File: src/xage_ram.sv
// Generic simple dual-port RAM with one write port and a registered read port.
module xage_ram #(
	parameter int WIDTH = 8,
	parameter int DEPTH = 16
) (
	input  logic                                   clk,
	input  logic                                   we,
	input  logic [((DEPTH > 1) ? $clog2(DEPTH) : 1)-1:0] waddr,
	input  logic [WIDTH-1:0]                       wdata,
	input  logic [((DEPTH > 1) ? $clog2(DEPTH) : 1)-1:0] raddr,
	output logic [WIDTH-1:0]                       rdata
);
	logic [WIDTH-1:0] mem [DEPTH];

	always_ff @(posedge clk) begin
		if (we) begin
			mem[waddr] <= wdata;
		end
		rdata <= mem[raddr];
	end
endmodule

File: config.mk
export PLATFORM = sky130hd
export DESIGN_NAME = xage_ram
export DESIGN_NICKNAME = d
export VERILOG_FILES = /design/src/xage_ram.sv
export SDC_FILE = /design/constraint.sdc
export NUM_CORES = 1
export LEC_CHECK = 0
export BUFFER_PORTS_ARGS = -buffer_cell sky130_fd_sc_hd__buf_2
export CORE_ASPECT_RATIO = 0.7
export CORE_MARGIN = 4
export CORE_UTILIZATION = 60
export DETAILED_ROUTE_END_ITERATION = 7
export HOLD_SLACK_MARGIN = 0.05
export PLACE_DENSITY = 0.79
export REMOVE_ABC_BUFFERS = 1
export SETUP_SLACK_MARGIN = 0.05
export SLEW_MARGIN = 20
export SYNTH_ARGS = -nofsm -noshare
export SYNTH_HDL_FRONTEND = slang
export SYNTH_SLANG_ARGS = --single-unit
File: constraint.sdc
create_clock -name clk -period 1.9 [get_ports clk]
set_input_delay 0.19 -clock clk [delete_from_list [all_inputs] [get_ports clk]]
set_output_delay 0.19 -clock clk [all_outputs]
set_load 0.005 [all_outputs]
* After elaboration in Yosys (flattened, before gate mapping)
Memory sizes are Yosys's and may differ from the RTL's. A register that Yosys moved wholly into a read port is not among the register bits. Cells that the tools add are included.
Storage, ports and cells: register bits 0, latch bits 0, memory bits (writable) 128, memory bits (read-only) 0, input port bits 18, output and inout port bits 8, word-level logic and storage cells 3, memories 1
Operators by class: add/sub/neg operators 0, multipliers 0, divide/modulo/power cells 0, order comparisons 0, eq/ne operators 0, shift-type cells 0, mux-type cells 2, bitwise gates (word level) 0, reductions and logical operators 0
Memories:
- mem | depth 16, bits a word 8, read ports 1, clocked after Yosys merged registers in 1, write ports 1, line 13 | logic [WIDTH-1:0] mem [DEPTH];
Operator list (number):
- two-way mux 1 bit | 2

* Logic depth before layout (Yosys ltp)
Gate-level depths: netlist of the first run.
depth after elaboration 2, gate-level depth with buffers 5, depth with buffers taken out 3

* Worst setup path after synthesis of the first run
OpenSTA, ideal clock, no wires.
kind input -> register, start input port waddr[2] (netlist name), end memory mem[0][0] (enable), library setup time 0.383 ns, arrival 1.300 ns, data required time 1.517 ns, path slack 0.217 ns, stages on the path 2, path buffers 0, cells stage by stage or3b_2 nor3_1
RTL lines:
- from (decl) | line 8 | input logic [((DEPTH > 1) ? $clog2(DEPTH) : 1)-1:0] waddr,
- to (decl) | line 13
No word-level cell before the write port.

==> impl_results.rst, run 1 <==
.. list-table::
   :header-rows: 1

   * - Metric
     - Value
   * - Run status
     - finished, final reports clean
   * - Count of distinct cell types in the synthesized netlist
     - 19
   * - Sw Share
     - 0.192
   * - Clk sinks
     - 136
   * - # resized after CTS
     - 0
   * - Post-route fraction of the period consumed by the critical path
     - 0.720
   * - Area of the core region
     - 0.00811 mm²
   * - Standard-cell row count
     - 27
   * - Detailed placement HPWL
     - 5970 µm
   * - Die outline width
     - 119 µm
   * - Clock tree from TritonCTS
     - built
   * - Source of the worst hold timing path
     - wdata[4]
   * - Min Clock Period, post-route
     - 1.37 ns
   * - Post-Syn Area
     - 0.00515 mm²
   * - Cell Pwr Density
     - 1120 mW/mm²
   * - Layout Nets
     - 301
   * - RSZ-0062 raised after global routing
     - false
   * - GRT Resource Usage Total
     - 0.211
   * - Setup Total Neg Slack
     - 0 ns
   * - Initial core utilization
     - 0.635
   * - CP Data Required Time
     - 2.19 ns
   * - Final Slew Violations
     - 0
   * - Most common cell after layout, fill and taps aside
     - edfxtp_1
   * - Reg2Reg Setup Slack
     - 0.53 ns
   * - Part of the total power dissipated in the clock network
     - 0.457
   * - Hold/Removal Path Class
     - in -> reg
   * - Via count of the first global-routing pass
     - 2496
   * - Yosys warnings
     - 0
   * - Max-capacitance violation count
     - 0
   * - Latest clock arrival within the worst-skew pair
     - 0.41 ns
   * - Startpoint of the worst-slack reg-to-reg timing path
     - mem[1][5]
   * - Overall die height
     - 85.5 µm
   * - Number of detailed-route iterations in the first pass
     - 4
   * - Arrival time worst endpoint
     - 1.66 ns
   * - Type of the worst setup path
     - reg -> reg
   * - 1st-iter DRT viols
     - 247
   * - CTS H-Tree Depth
     - 4
   * - Tightest Pin Transition
     - 0.398 ns
   * - CTS Buf Count
     - 17
   * - Pin count of the biggest net entering global routing
     - 33
   * - Instance count of the mapped netlist
     - 229
   * - Count of nets left with antenna violations after detail routing
     - 0
   * - Switch Pwr
     - 1.30 mW
   * - Clock edge transition at the registers on the reported setup and hold paths
     - 0.06 ns
   * - Number of hold buffers added after CTS
     - 0
   * - Share of the yosys chip area belonging to registers
     - 0.778
   * - Commonest cells after routing, fill and taps aside
     - edfxtp_1, buf_2, mux4_2, buf_4, clkbuf_16
   * - Slowest cell on the critical path
     - mux4_1
   * - Remaining Overflow, GRT
     - 0
   * - Total area of multi-input combinational cells
     - 0.00106 mm²
   * - Kind of launch point of the worst setup path
     - flop
   * - Hold path cells
     - 1
   * - CP Max Fanout
     - 1
   * - Reg-to-reg critical path endpoint
     - rdata[5]
   * - Worst rel slew slack
     - 0.735
   * - Internal power of the cells
     - 5.48 mW
   * - Post-CTS Setup Repair Bufs
     - 0
   * - Critical path, cell by cell
     - mux4_1 > a22oi_1 > nand2_1
   * - Clock skew after layout
     - 0.0105 ns
   * - VDD IR-drop max
     - 0.670 mV
   * - Storage element area
     - 0.00400 mm²
   * - Maximum achievable frequency
     - 731 MHz
   * - Number of vias in the routed layout
     - 2409
   * - Number of DRC violations after detailed routing
     - 0
   * - Logic depth of the worst register-to-register path
     - 3
   * - Final std cell area, no fill
     - 0.00606 mm²
   * - Delay of the slowest critical-path stage
     - 0.54 ns
   * - Share of total power in combinational logic
     - 0.045
   * - Global-route wire length before repair
     - 14800 µm
   * - Post-detailed-routing wire length
     - 9430 µm
   * - Placed cell area
     - 0.00549 mm²
   * - WP depth
     - 3
   * - Area of the die
     - 0.0101 mm²
   * - P&R area growth vs syn
     - 17.7%
   * - Count of final setup violators
     - 0
   * - Utilization of the core after routing
     - 0.747
   * - Sequential share of power
     - 0.498
   * - Hold Crit Endpoint
     - mem[14][4]
   * - Yosys reg bits
     - 136
   * - Ratio of cells with drive above 1 in the final layout
     - 0.307
   * - Antenna diode count
     - 0
   * - Final-layout fill cell count
     - 457
   * - Crit end category
     - flop
   * - CP top delay family
     - multiplexers
   * - Total I/O pin count
     - 26
   * - CTS max path bufs
     - 2
   * - Number of hold violations in the final report
     - 0
   * - Number of buffers and inverters on the critical path
     - 0
   * - Leakage component of the power
     - 2.08 nW
   * - Average wire per standard cell
     - 23.8 µm
   * - Final weighted congestion of routability-driven global placement
     - 0.714
   * - Initial antenna violation count
     - 1
   * - Mean area per synthesized cell
     - 22.5 µm²
   * - DR vias/cell
     - 6.07
   * - Port bufs
     - 25
   * - CTS root buf
     - clkbuf_16
## kinds of logic (layout without fill, tap and decap cells)
group                  Yosys count  count (layout)  synth area share
multiplexers                    32              32             0.150
AND/OR/NAND/NOR                 35              35            0.0318
AO/OA/AOI/OAI                   16              16            0.0233
buffers and inverters           10              77            0.0168
flip-flops                     136             136             0.778
## power groups by stage
stage,Clock [mW],Sequential [mW],Combinational (mW)
detailed placement,0,3.44,0.307
floorplan,0,3.43,0.134
CTS,3.17,3.38,0.309
finish,3.10,3.38,0.304
global placement,0,3.44,0.296
global route,3.32,3.38,0.334
## worst register-to-register path: stages, from the launching register on
cell and delay (ns):
edfxtp_1 0.39, mux4_1 0.54, a22oi_1 0.24, nand2_1 0.09
## worst max-delay path by stage
stage	from	endpoint	slack [ns]
finish	mem[1][5]	rdata[5]	0.53
detailed placement	raddr[0]	rdata[0]	0.25
global route	mem[2][0]	rdata[0]	0.48
floorplan	waddr[2]	mem[0][0]	0.22
global placement	raddr[0]	rdata[0]	0.27
CTS	mem[1][5]	rdata[5]	0.50
## cell usage after synthesis
library cell,n,area (µm²)
a22oi_1,16,120
and2_1,1,6.26
and2b_1,1,7.51
buf_2,3,15.0
buf_4,1,7.51
buf_6,3,33.8
clkdlybuf4s25_2,3,30.0
dfxtp_1,8,160
edfxtp_1,128,3840
mux4_1,14,368
mux4_2,18,405
nand2_1,9,33.8
nand2b_1,2,12.5
nand3_1,1,5.00
nand3b_1,2,15.0
nor2_1,13,48.8
nor2b_1,1,6.26
nor3_1,4,20.0
or3b_2,1,8.76
## registers in the layout (all words and copies together), names as in the netlist
signal  count
rdata       8
mem       128
## metal layers
metal  routed length (µm)  vias to the layer above  track usage
met5                    9                        -            0
met4                   57                        2       0.0831
met3                 1130                        8       0.0811
met2                 4440                      112        0.303
met1                 3800                     1204        0.299
li1                     -                     1083            -
## stage by stage
stage,hold WS (ns),setup slack (ns),std cells,total power [mW]
after floorplan,0.289,0.217,219,3.57
after global placement,0.576,0.272,365,3.73
after detailed placement,0.581,0.255,365,3.74
after CTS,0.138,0.503,397,6.85
after global routing,0.150,0.480,397,7.04
final,0.160,0.531,397,6.78
## final cells by class
cell class	count	area share
clock buffers	23	0.0773
clock inverters	9	0.0167
multi-input cells	83	0.175
flip-flops and latches	136	0.661
well taps	101	0.0209
repair buffers	45	0.0496
(Power assumes the default switching activity.)
==> run 2: changes to the inputs <==
==> constraint.sdc (replaced) <==
create_clock -name clk -period 1.3 [get_ports clk]
set_input_delay 0.13 -clock clk [delete_from_list [all_inputs] [get_ports clk]]
set_output_delay 0.13 -clock clk [all_outputs]
set_load 0.005 [all_outputs]
==> impl_results.rst, run 2 (synthesized netlist as in run 1, its figures left out) <==
.. list-table::
   :header-rows: 1

   * - Metric
     - Value
   * - Hold path cells
     - 1
   * - Final Instance Count excl. Fillers
     - 403
   * - Kind of launch point of the worst setup path
     - flop
   * - Number of vias in the routed layout
     - 2465
   * - Standard-cell row count
     - 27
   * - CTS max path bufs
     - 2
   * - Hold/Removal Path Class
     - in -> reg
   * - Source of the worst hold timing path
     - wdata[3]
   * - Max-capacitance violation count
     - 0
   * - Cell count after placement
     - 371
   * - Worst rel slew slack
     - 0.330
   * - Cell Pwr Density
     - 1700 mW/mm²
   * - Delay of the slowest critical-path stage
     - 0.49 ns
   * - Smallest setup slack after layout
     - 0.0278 ns
   * - Area of the die
     - 0.0101 mm²
   * - Clock edge transition at the registers on the reported setup and hold paths
     - 0.06 ns
   * - P&R area growth vs syn
     - 19.7%
   * - Run status
     - finished, final reports clean
   * - Antenna diode count
     - 0
   * - Leakage component of the power
     - 2.09 nW
   * - Leading registers by flop count
     - mem (128), rdata (8)
   * - Post-detailed-routing wire length
     - 9780 µm
   * - Remaining Overflow, GRT
     - 0
   * - Reg2Reg Setup Slack
     - 0.03 ns
   * - Number of hold buffers added after CTS
     - 0
   * - Slowest cell on the critical path
     - mux4_2
   * - Final Slew Violations
     - 0
   * - Reg-to-reg critical path endpoint
     - rdata[4]
   * - Final weighted congestion of routability-driven global placement
     - 0.714
   * - Tightest Pin Transition
     - 1.00 ns
   * - Count of nets left with antenna violations after detail routing
     - 0
   * - Overall die height
     - 85.5 µm
   * - Top reg by flops
     - mem
   * - CTS H-Tree Depth
     - 4
   * - Total I/O pin count
     - 26
   * - Layout Nets
     - 307
   * - CTS root buf
     - clkbuf_16
   * - Min Clock Period, post-route
     - 1.27 ns
   * - Ratio of cells with drive above 1 in the final layout
     - 0.404
   * - Pin count of the biggest net entering global routing
     - 23
   * - Via count of the first global-routing pass
     - 2578
   * - Storage element area
     - 0.00400 mm²
   * - Startpoint of the worst-slack reg-to-reg timing path
     - mem[3][4]
   * - GRT Resource Usage Total
     - 0.215
   * - CP Max Fanout
     - 1
   * - Logic depth of the worst register-to-register path
     - 3
   * - Arrival time worst endpoint
     - 1.57 ns
   * - Number of detailed-route iterations in the first pass
     - 4
   * - VDD IR-drop max
     - 1.10 mV
   * - Number of hold violations in the final report
     - 0
   * - Port bufs
     - 25
   * - Post-route fraction of the period consumed by the critical path
     - 0.979
   * - Latest clock arrival within the worst-skew pair
     - 0.42 ns
   * - Flip-flop count of the largest register after layout
     - 128
   * - Number of DRC violations after detailed routing
     - 0
   * - Die outline width
     - 119 µm
   * - Total area of multi-input combinational cells
     - 0.00105 mm²
   * - Commonest cells after routing, fill and taps aside
     - edfxtp_1, mux4_2, buf_2
   * - 1st-iter DRT viols
     - 231
   * - Clk sinks
     - 136
   * - Initial core utilization
     - 0.635
   * - Setup Total Neg Slack
     - 0 ns
   * - Clock skew after layout
     - 0.00690 ns
   * - CTS Buf Count
     - 17
   * - Final-layout fill cell count
     - 458
   * - Initial antenna violation count
     - 0
   * - Average wire per standard cell
     - 24.3 µm
   * - Most common cell after layout, fill and taps aside
     - edfxtp_1
   * - Type of the worst setup path
     - reg -> reg
   * - Clock tree from TritonCTS
     - built
   * - Global-route wire length before repair
     - 15300 µm
   * - RSZ-0062 raised after global routing
     - true
   * - CP Data Required Time
     - 1.60 ns
   * - Maximum achievable frequency
     - 786 MHz
   * - Hold Crit Endpoint
     - mem[11][3]
   * - Dpl ws
     - -0.226 ns
   * - Critical path, cell by cell
     - mux4_2 > a22oi_2 > nand2_1
   * - Count of final setup violators
     - 0
   * - Area of the core region
     - 0.00811 mm²
   * - DR vias/cell
     - 6.12
   * - Detailed placement HPWL
     - 6000 µm
   * - Crit end category
     - flop
-- run 2: through the flow --
step / util / instance area (µm²) / power, mW / hold slack [ns]
floorplan: - / 5060 / 5.21 / 0.229
global placement: 0.682 / 5530 / 5.47 / 0.512
detailed placement: 0.682 / 5530 / 5.48 / 0.510
CTS: 0.759 / 6150 / 10.5 / 0.0741
global route: 0.760 / 6160 / 10.8 / 0.0869
finish: 0.760 / 6160 / 10.5 / 0.0884
-- run 2: worst max path at each step --
stage                    from   endpoint  cells after the start  slack, ns
floorplan            waddr[2]  mem[0][0]                      2      -0.32
global placement     raddr[0]   rdata[1]                      5      -0.22
detailed placement   raddr[0]   rdata[1]                      5      -0.23
CTS                 mem[3][4]   rdata[4]                      3       0.03
global route        mem[3][4]   rdata[4]                      3      -0.03
finish              mem[3][4]   rdata[4]                      3       0.03
-- run 2: worst max-delay path: cells and delay by family, from the launching register on --
family           cells  cell delay, ns
multiplexers         1            0.49
flip-flops           1            0.38
AO/OA/AOI/OAI        1            0.19
AND/OR/NAND/NOR      1            0.09
-- run 2: power breakdown --
group	internal [mW]	switching (mW)	total, mW
sequential	4.90	0.0357	4.94
combinational	0.223	0.259	0.482
clock	3.30	1.73	5.03
-- run 2: repair_timing --
item,CTS,global route
hold endpoints to repair,0,0
pin swaps,6,4
setup endpoints to repair,8,8
gates resized for setup,14,8
setup buffers,0,0
-- run 2: final cells by class --
cell class / count / share of cell area
flip-flops and latches: 136 / 0.650
multi-input cells: 83 / 0.171
clock buffers: 20 / 0.0741
repair buffers: 51 / 0.0561
clock inverters: 12 / 0.0282
well taps: 101 / 0.0205
-- run 2: per-layer routing --
metal | up-vias | part of all wire | track usage
met4 | 0 | 0.011 | 0.0820
met2 | 108 | 0.47 | 0.305
met5 | - | 0 | 0
li1 | 1082 | - | -
met3 | 8 | 0.084 | 0.0765
met1 | 1267 | 0.44 | 0.312
